==> config.mk <==
export PLATFORM = sky130hd
export DESIGN_NAME = command_packet_framer_core
export DESIGN_NICKNAME = d
export VERILOG_FILES = /design/src/rtl/cpf_pkg.sv /design/src/rtl/command_packet_framer_core.sv /design/src/rtl/cpf_front.sv /design/src/rtl/cpf_queue.sv /design/src/rtl/cpf_back.sv
export SDC_FILE = /design/constraint.sdc
export NUM_CORES = 1
export LEC_CHECK = 0
export BUFFER_PORTS_ARGS = -buffer_cell sky130_fd_sc_hd__clkbuf_2
export CORE_MARGIN = 2
export CORE_UTILIZATION = 45
export DETAILED_ROUTE_END_ITERATION = 6
export GPL_ROUTABILITY_DRIVEN = 0
export PLACE_DENSITY = 0.71
export SLEW_MARGIN = 5
export SYNTH_ARGS = -nofsm -noshare
export SYNTH_HDL_FRONTEND = slang
export SYNTH_SLANG_ARGS = --single-unit
export TNS_END_PERCENT = 20
==> constraint.sdc <==
create_clock -name clk -period 6.6 [get_ports clk]
set_input_delay 0.66 -clock clk [delete_from_list [all_inputs] [get_ports clk]]
set_output_delay 0.66 -clock clk [all_outputs]
set_load 0.05 [all_outputs]
==> src/rtl/cpf_pkg.sv <==
// Shared types and constants for the command packet framer.
// No dependencies; every other file in this block imports it.
package cpf_pkg;

  localparam logic [7:0] HEAD_HI   = 8'hEF;
  localparam logic [7:0] HEAD_LO   = 8'h01;
  localparam logic [7:0] LEN_EXTRA = 8'd3;
  localparam logic [31:0] ADDR_RESET = 32'hFFFF_FFFF;

  // Byte positions of a framed packet in transmit order.
  typedef enum logic [3:0] {
    S_HEAD_HI  = 4'd0,
    S_HEAD_LO  = 4'd1,
    S_ADDR_3   = 4'd2,
    S_ADDR_2   = 4'd3,
    S_ADDR_1   = 4'd4,
    S_ADDR_0   = 4'd5,
    S_FLAG     = 4'd6,
    S_LEN_HI   = 4'd7,
    S_LEN_LO   = 4'd8,
    S_CMD      = 4'd9,
    S_DATA     = 4'd10,
    S_SUM_HI   = 4'd11,
    S_SUM_LO   = 4'd12
  } cpf_step_t;

  // One classified input item, as handed from the front end to the back end.
  typedef struct packed {
    logic        hdr;     // emit the ten header bytes
    logic        dat;     // emit one data byte
    logic        chk;     // emit the two checksum bytes
    logic [7:0]  flag;
    logic [7:0]  cmd;
    logic [7:0]  len_hi;
    logic [7:0]  len_lo;
    logic [7:0]  data;
    logic [15:0] sum;     // checksum including this item's data byte
  } cpf_desc_t;

endpackage

==> src/rtl/command_packet_framer_core.sv <==
// Command packet framer: turns command items into the framed byte stream of
// a serial sensor module. The first item of a packet carries the flag, the
// command and the payload count (saturated to MAX_PAYLOAD) and produces the
// header 0xEF 0x01, the four address bytes most significant first, the flag,
// the two-byte length (count + 3), the command and the first data byte if
// any; each later item produces one data byte, and the last data byte is
// followed by the 16-bit checksum, high byte first. One transfer on the
// output carries one byte; out_run_last marks the last byte of an input
// item and out_packet_end the closing checksum byte. The input takes one
// item per cycle while the descriptor queue (QUEUE_DEPTH entries) has room;
// the output sends one byte per cycle while out_stall is low; a data-only
// item produces one byte, or three if it closes the packet, and a packet
// start eleven to thirteen bytes. The output byte sequencer sets the
// sustained rate; the queue absorbs bursts. An accepted item reaches the
// output through the queue, sequencer load and output register. The
// device address register resets to all ones and is written over the cfg_
// channel, which is always ready; write it only while the framer is idle.
module command_packet_framer_core import cpf_pkg::*; #(
  parameter int MAX_PAYLOAD = 128,
  parameter int QUEUE_DEPTH = 4
) (
  input  logic        clk,
  input  logic        rst_n,
  // Input channel
  input  logic        in_valid,
  output logic        in_stall,
  input  logic [7:0]  in_packet_flag,
  input  logic [7:0]  in_command,
  input  logic [7:0]  in_payload_count,
  input  logic [7:0]  in_data_byte,
  // Result channel
  output logic        out_valid,
  input  logic        out_stall,
  output logic [7:0]  out_byte,
  output logic        out_packet_end,
  output logic        out_run_last,
  // Configuration write channel (device address)
  input  logic        cfg_valid,
  output logic        cfg_ready,
  input  logic [31:0] cfg_data
);

  logic [31:0] dev_addr_r;
  cpf_desc_t   q_wdata, q_rdata;
  logic        q_push, q_pop, q_full, q_empty;

  // The address register takes a write in every cycle.
  assign cfg_ready = 1'b1;

  always_ff @(posedge clk) begin
    if (!rst_n) begin
      dev_addr_r <= ADDR_RESET;
    end else if (cfg_valid && cfg_ready) begin
      dev_addr_r <= cfg_data;
    end
  end

  // Front end: classifies each item and keeps the running checksum.
  cpf_front #(
    .MAX_PAYLOAD (MAX_PAYLOAD)
  ) u_front (
    .clk              (clk),
    .rst_n            (rst_n),
    .in_valid         (in_valid),
    .in_stall         (in_stall),
    .in_packet_flag   (in_packet_flag),
    .in_command       (in_command),
    .in_payload_count (in_payload_count),
    .in_data_byte     (in_data_byte),
    .q_full           (q_full),
    .q_push           (q_push),
    .q_wdata          (q_wdata)
  );

  // Descriptor queue decoupling the two ends.
  cpf_queue #(
    .DEPTH (QUEUE_DEPTH)
  ) u_queue (
    .clk   (clk),
    .rst_n (rst_n),
    .push  (q_push),
    .wdata (q_wdata),
    .full  (q_full),
    .pop   (q_pop),
    .rdata (q_rdata),
    .empty (q_empty)
  );

  // Back end: byte sequencer and output register.
  cpf_back u_back (
    .clk            (clk),
    .rst_n          (rst_n),
    .dev_addr       (dev_addr_r),
    .q_rdata        (q_rdata),
    .q_empty        (q_empty),
    .q_pop          (q_pop),
    .out_valid      (out_valid),
    .out_stall      (out_stall),
    .out_byte       (out_byte),
    .out_packet_end (out_packet_end),
    .out_run_last   (out_run_last)
  );

  // The closing checksum byte is always the last byte of its input item.
  a_end_is_last: assert property (@(posedge clk) disable iff (!rst_n)
    out_valid && out_packet_end |-> out_run_last)
    else $error("packet end without run last");

  // The back end never pops an empty queue.
  a_no_underflow: assert property (@(posedge clk) disable iff (!rst_n)
    q_pop |-> !q_empty)
    else $error("queue underflow");

  // Reset leaves no transfer pending at the output.
  a_reset_clears: assert property (@(posedge clk)
    !rst_n |=> !out_valid)
    else $error("output valid after reset");

endmodule

==> src/rtl/cpf_front.sv <==
// Front end of the command packet framer: accepts input items, tracks the
// packet position and checksum, and turns each item into a descriptor.
// Depends on cpf_pkg.
module cpf_front import cpf_pkg::*; #(
  parameter int MAX_PAYLOAD = 128
) (
  input  logic       clk,
  input  logic       rst_n,
  input  logic       in_valid,
  output logic       in_stall,
  input  logic [7:0] in_packet_flag,
  input  logic [7:0] in_command,
  input  logic [7:0] in_payload_count,
  input  logic [7:0] in_data_byte,
  input  logic       q_full,
  output logic       q_push,
  output cpf_desc_t  q_wdata
);

  localparam logic [7:0] MaxCount = 8'(MAX_PAYLOAD);

  logic        in_packet_r, in_packet_nxt;
  logic [7:0]  left_r, left_nxt;
  logic [15:0] sum_r, sum_nxt;

  logic [7:0]  count_sat;
  logic [8:0]  len;
  logic [15:0] sum_base;
  logic [15:0] sum_data;
  logic [7:0]  left_base;

  assign in_stall = q_full;
  assign q_push   = in_valid && !q_full;

  always_comb begin
    count_sat = (in_payload_count > MaxCount) ? MaxCount : in_payload_count;
    len       = {1'b0, count_sat} + {1'b0, LEN_EXTRA};
    sum_base  = in_packet_r ? sum_r
              : ({8'd0, in_packet_flag} + {15'd0, len[8]} + {8'd0, len[7:0]}
                 + {8'd0, in_command});
    left_base = in_packet_r ? left_r : count_sat;
    sum_data  = sum_base + {8'd0, in_data_byte};

    q_wdata.hdr    = !in_packet_r;
    q_wdata.dat    = (left_base != 8'd0);
    q_wdata.flag   = in_packet_flag;
    q_wdata.cmd    = in_command;
    q_wdata.len_hi = {7'd0, len[8]};
    q_wdata.len_lo = len[7:0];
    q_wdata.data   = in_data_byte;

    if (left_base != 8'd0) begin
      left_nxt = left_base - 8'd1;
      sum_nxt  = sum_data;
    end else begin
      left_nxt = 8'd0;
      sum_nxt  = sum_base;
    end
    q_wdata.sum = sum_nxt;
    q_wdata.chk = (left_nxt == 8'd0);
    in_packet_nxt = (left_nxt != 8'd0);
  end

  always_ff @(posedge clk) begin
    if (!rst_n) begin
      in_packet_r <= 1'b0;
      left_r      <= 8'd0;
      sum_r       <= 16'd0;
    end else if (q_push) begin
      in_packet_r <= in_packet_nxt;
      left_r      <= left_nxt;
      sum_r       <= in_packet_nxt ? sum_nxt : 16'd0;
    end
  end

endmodule

==> src/rtl/cpf_queue.sv <==
// Small descriptor queue between the framer front and back ends.
// Depends on cpf_pkg for the descriptor type.
module cpf_queue import cpf_pkg::*; #(
  parameter int DEPTH = 4
) (
  input  logic      clk,
  input  logic      rst_n,
  input  logic      push,
  input  cpf_desc_t wdata,
  output logic      full,
  input  logic      pop,
  output cpf_desc_t rdata,
  output logic      empty
);

  localparam int PtrW = (DEPTH > 1) ? $clog2(DEPTH) : 1;
  localparam int CntW = $clog2(DEPTH + 1);
  localparam logic [PtrW-1:0] LastPtr = PtrW'(DEPTH - 1);
  localparam logic [CntW-1:0] FullCnt = CntW'(DEPTH);

  cpf_desc_t       mem_r [DEPTH];
  logic [PtrW-1:0] wr_ptr_r, rd_ptr_r;
  logic [CntW-1:0] count_r, count_nxt;

  assign full  = (count_r == FullCnt);
  assign empty = (count_r == '0);
  assign rdata = mem_r[rd_ptr_r];

  always_comb begin
    count_nxt = count_r;
    if (push && !pop) begin
      count_nxt = count_r + CntW'(1);
    end else if (pop && !push) begin
      count_nxt = count_r - CntW'(1);
    end
  end

  always_ff @(posedge clk) begin
    if (push) begin
      mem_r[wr_ptr_r] <= wdata;
    end
  end

  always_ff @(posedge clk) begin
    if (!rst_n) begin
      wr_ptr_r <= '0;
      rd_ptr_r <= '0;
      count_r  <= '0;
    end else begin
      if (push) begin
        wr_ptr_r <= (wr_ptr_r == LastPtr) ? '0 : wr_ptr_r + PtrW'(1);
      end
      if (pop) begin
        rd_ptr_r <= (rd_ptr_r == LastPtr) ? '0 : rd_ptr_r + PtrW'(1);
      end
      count_r <= count_nxt;
    end
  end

endmodule

==> src/rtl/cpf_back.sv <==
// Back end of the command packet framer: walks each descriptor through its
// byte sequence and drives the registered output channel. Depends on cpf_pkg.
module cpf_back import cpf_pkg::*; (
  input  logic        clk,
  input  logic        rst_n,
  input  logic [31:0] dev_addr,
  input  cpf_desc_t   q_rdata,
  input  logic        q_empty,
  output logic        q_pop,
  output logic        out_valid,
  input  logic        out_stall,
  output logic [7:0]  out_byte,
  output logic        out_packet_end,
  output logic        out_run_last
);

  cpf_desc_t cur_r;
  logic      busy_r;
  cpf_step_t step_r, step_nxt, step_follow, step_first;
  logic      is_last;
  logic      advance;
  logic      take;
  logic [7:0] byte_sel;

  logic       valid_r;
  logic [7:0] byte_r;
  logic       end_r;
  logic       last_r;

  assign advance = !valid_r || !out_stall;
  // A new descriptor is loaded when the sequencer is idle or the current one has sent its last byte.
  assign take    = advance && (!busy_r || is_last);
  assign q_pop   = take && !q_empty;

  // Next-state logic of the byte sequencer.
  always_comb begin
    step_follow = step_r;
    is_last     = 1'b0;
    case (step_r)
      S_CMD: begin
        if (cur_r.dat) begin
          step_follow = S_DATA;
        end else if (cur_r.chk) begin
          step_follow = S_SUM_HI;
        end else begin
          is_last = 1'b1;
        end
      end
      S_DATA: begin
        if (cur_r.chk) begin
          step_follow = S_SUM_HI;
        end else begin
          is_last = 1'b1;
        end
      end
      S_SUM_HI: step_follow = S_SUM_LO;
      S_SUM_LO: is_last = 1'b1;
      default:  step_follow = cpf_step_t'(step_r + 4'd1);
    endcase

    if (q_rdata.hdr) begin
      step_first = S_HEAD_HI;
    end else if (q_rdata.dat) begin
      step_first = S_DATA;
    end else begin
      step_first = S_SUM_HI;
    end

    step_nxt = take ? step_first : (advance ? step_follow : step_r);
  end

  // Output logic: the byte for the current position.
  always_comb begin
    case (step_r)
      S_HEAD_HI: byte_sel = HEAD_HI;
      S_HEAD_LO: byte_sel = HEAD_LO;
      S_ADDR_3:  byte_sel = dev_addr[31:24];
      S_ADDR_2:  byte_sel = dev_addr[23:16];
      S_ADDR_1:  byte_sel = dev_addr[15:8];
      S_ADDR_0:  byte_sel = dev_addr[7:0];
      S_FLAG:    byte_sel = cur_r.flag;
      S_LEN_HI:  byte_sel = cur_r.len_hi;
      S_LEN_LO:  byte_sel = cur_r.len_lo;
      S_CMD:     byte_sel = cur_r.cmd;
      S_DATA:    byte_sel = cur_r.data;
      S_SUM_HI:  byte_sel = cur_r.sum[15:8];
      S_SUM_LO:  byte_sel = cur_r.sum[7:0];
      default:   byte_sel = 8'd0;
    endcase
  end

  always_ff @(posedge clk) begin
    if (q_pop) begin
      cur_r <= q_rdata;
    end
    if (advance) begin
      byte_r <= byte_sel;
      end_r  <= (step_r == S_SUM_LO);
      last_r <= is_last;
    end
  end

  always_ff @(posedge clk) begin
    if (!rst_n) begin
      busy_r  <= 1'b0;
      step_r  <= S_HEAD_HI;
      valid_r <= 1'b0;
    end else begin
      step_r <= step_nxt;
      if (take) begin
        busy_r <= !q_empty;
      end
      if (advance) begin
        valid_r <= busy_r;
      end
    end
  end

  assign out_valid      = valid_r;
  assign out_byte       = byte_r;
  assign out_packet_end = end_r;
  assign out_run_last   = last_r;

endmodule
==> results.sh <==
export IMPL_run_status="complete, no violations"
export IMPL_firstDrtPassIters=5
export IMPL_ctsLongestPathBuffers=3
export IMPL_clk_insertion_delay_late_ns=0.52
export IMPL_ios=82
export IMPL_r2r_start="u_front.in_packet_r"
export IMPL_ys_warn_count=0
export IMPL_cts_tree="yes"
export IMPL_final_cells=1599
export IMPL_tns_ns=0
export IMPL_start_util_pct=45.8
export IMPL_first_global_vias=8908
export IMPL_placed_cell_area_um2=15800
export IMPL_min_delay_worst_endpoint="dev_addr_r[9]"
export IMPL_synth_cell_types=72
export IMPL_clock_sinks=341
export IMPL_mostFrequentLayoutCell="edfxtp_1"
export IMPL_routed_wl_mm=32.4
export IMPL_yosysSeqAreaShare_pct=63.7
export IMPL_final_nets=1241
export IMPL_ir_drop_mv=0.199
export IMPL_ctsResizeCount=0
export IMPL_r2r_end="u_queue.mem_r[2][14]"
export IMPL_finalHoldViolations=0
export IMPL_power_leakage_nw=5.97
export IMPL_syn_inst=1058
export IMPL_p_per_area_nw_per_um2=426
export IMPL_synth_edf_count=269
export IMPL_wire_per_inst_um=20.2
export IMPL_antenna_found_initial=1
export IMPL_cts_setup_buffers=0
export IMPL_relSlewSlack_pct=29.8
export IMPL_grt_pass1_wl_mm=50.5
export IMPL_cp_max_fo=17
export IMPL_ant_nets=0
export IMPL_slew_viol_final=0
export IMPL_drv_cap=0
export IMPL_skew_ns=0.0175
export IMPL_design_area_um2=17000
export IMPL_grt_max_degree=55
export IMPL_dp_hpwl_mm=21.0
export IMPL_combPwrFrac_pct=27.3
export IMPL_pre_cts_slack_ns=0.986
export IMPL_die_h_um=186
export IMPL_numCtsBuffers=36
export IMPL_port_buffers=80
export IMPL_min_period_ns=5.11
export IMPL_drtIter0Drc=734
export IMPL_drive_gt1_share_pct=19.8
export IMPL_dp_cells=1535
export IMPL_die_x_um=186
export IMPL_detail_route_vias_per_cell=5.61
export IMPL_dieArea_um2=34700
export IMPL_finalSetupViolations=0
export IMPL_clkTransAtPathRegs_ns=0.06
export IMPL_min_from="cfg_data[9]"
export IMPL_endpoint_kind="flop"
export IMPL_seqPwrFrac_pct=44.3
export IMPL_final_cell_mix="edfxtp_1, nand2_1, clkbuf_2, dfxtp_1, mux4_2"
export IMPL_ys_flop_type="edfxtp_1"
export IMPL_cts_hold_buffers=0
export IMPL_tightest_slew_ns=1.05
export IMPL_overflow=0
export IMPL_reg2reg_slack_ns=2.63
export IMPL_cp_data_arrival_time_ns=5.40
export IMPL_internal_power_mw=4.96
export IMPL_holdPathStages=3
export IMPL_finish_utilization_pct=52.0
export IMPL_grt_usage_pct=19.2
export IMPL_htreeDepth=2
export IMPL_root_buffer="clkbuf_16"
export IMPL_startpoint_type="primary input"
export IMPL_fmax_mhz=196
export IMPL_synthToLayoutAreaGrowth_pct=13.4
export IMPL_fp_row_count=66
export IMPL_swShare_pct=31.4
export IMPL_synth_seq_cells=341
export IMPL_syn_avg_cell_area_um2=14.1
export IMPL_switching_power_mw=2.27
export IMPL_rsz0062_at_grt="false"
export IMPL_worstHoldPathType="in -> reg"
export IMPL_worst_ep_required_time_ns=6.90
export IMPL_period_share_pct=77.4
export IMPL_diodes=0
export IMPL_r2r_cells=10
export IMPL_synth_area_um2=14900
export IMPL_holdWs_ns=0.356
export IMPL_fin_ws_ns=1.49
export IMPL_synthArstFlopShare_pct=0
export IMPL_core_um2=32600
export IMPL_fillers=2701
export IMPL_drc_errors=0
export IMPL_clkPwrFrac_pct=28.4
export IMPL_vias=8973
export IMPL_crit_type="in -> reg"
export IMPL_power_mw=7.22
## cells by family (layout without fill, tap and decap cells)
logic type / Yosys count / count (layout) / synth area share [%]
compound gates: 182 / 182 / 8.09
xor+xnor: 31 / 31 / 1.82
fa+ha+maj: 41 / 41 / 3.98
buf+inv: 108 / 202 / 2.94
flops: 341 / 341 / 63.7
mux: 101 / 101 / 11.2
other cells: 2 / 7 / 0.0502
simple gates: 252 / 252 / 8.28
## cells in the mapped netlist (5+ instances only)
cell type | n | area share (%)
edfxtp_1 | 269 | 54
nand2_1 | 98 | 2.5
dfxtp_1 | 72 | 9.6
mux4_2 | 52 | 7.8
a21oi_1 | 51 | 1.7
inv_1 | 49 | 1.2
nor2_1 | 43 | 1.1
mux2i_1 | 42 | 2.8
o21ai_0 | 40 | 1.3
clkbuf_1 | 38 | 0.95
ha_1 | 30 | 2.5
xor2_1 | 19 | 1.1
nand3_1 | 17 | 0.57
nor3_1 | 16 | 0.54
buf_1 | 12 | 0.30
xnor2_1 | 12 | 0.70
a211oi_1 | 11 | 0.55
fa_1 | 11 | 1.5
nand2b_1 | 11 | 0.46
nand4_1 | 10 | 0.42
a22oi_1 | 9 | 0.45
and2_1 | 9 | 0.38
or2_2 | 8 | 0.33
mux2_2 | 7 | 0.53
o211ai_1 | 7 | 0.35
a22o_1 | 6 | 0.35
a31oi_1 | 6 | 0.25
nor3b_1 | 6 | 0.30
or3_1 | 6 | 0.25
a21o_1 | 5 | 0.25
a32o_1 | 5 | 0.33
and3_1 | 5 | 0.21
nor2b_1 | 5 | 0.21
o22ai_1 | 5 | 0.21
## power by group through the flow
stage / logic [mW] / clock network, mW / registers, mW
floorplan: 1.42 / 0 / 3.17
global placement: 1.93 / 0 / 3.23
detailed placement: 1.96 / 0 / 3.25
CTS: 1.97 / 2.08 / 3.21
global route: 2.16 / 2.17 / 3.24
finish: 1.97 / 2.05 / 3.20
## flip-flops by register name, indices dropped and copies added, names as in the netlist, named ones only
name / flops
dev_addr_r: 32
u_back.busy_r: 1
u_back.cur_r: 51
u_back.out_byte: 8
u_back.out_packet_end: 1
u_back.out_run_last: 1
u_back.out_valid: 1
u_back.step_r: 4
u_front.in_packet_r: 1
u_front.left_r: 8
u_front.sum_r: 16
u_queue.count_r: 3
u_queue.mem_r: 208
u_queue.rd_ptr_r: 2
u_queue.wr_ptr_r: 2
## critical path, cell delays in order
cell,delay [ns]
clkbuf_2,0.28
nand2b_1,0.34
ha_1,0.29
inv_1,0.14
fa_1,0.44
ha_1,0.25
fa_1,0.43
a211oi_1,0.33
o21bai_1,0.13
a21oi_1,0.18
xor2_1,0.15
o21ai_0,0.13
ha_1,0.34
o21a_1,0.13
nor2_1,0.07
nor3_2,0.26
nand3_1,0.19
or3_1,0.38
a21oi_1,0.29
## routing by layer
layer | part of all wire (%) | wire length [µm] | track usage (%)
met1 | 45 | 14700 | 27.4
met3 | 6.1 | 1990 | 3.33
met5 | 0 | 0 | 0
met2 | 45 | 14700 | 30.0
met4 | 3.0 | 982 | 6.58
## worst max-delay path by stage
stage,startpoint,to,slack [ns],cells after the start
after floorplan,in_payload_count[7],u_queue.mem_r[0][15],1.50,20
after global placement,in_payload_count[7],u_queue.mem_r[0][15],1.14,21
after detailed placement,in_payload_count[7],u_queue.mem_r[3][15],0.99,19
after CTS,in_payload_count[7],u_queue.mem_r[2][14],1.52,19
after global routing,in_payload_count[7],u_queue.mem_r[2][14],1.09,19
final,in_payload_count[7],u_queue.mem_r[2][14],1.49,19
## cell type report
cell class / count / area [µm²] / area share [%]
multi-input cells: 614 / 5030 / 29.6
well taps: 442 / 553 / 3.26
flip-flops and latches: 341 / 9530 / 56.2
clock inverters: 17 / 230 / 1.36
repair buffers: 88 / 460 / 2.72
inverters: 50 / 188 / 1.11
clock buffers: 47 / 973 / 5.74
Power figures use the tool's default switching activity.
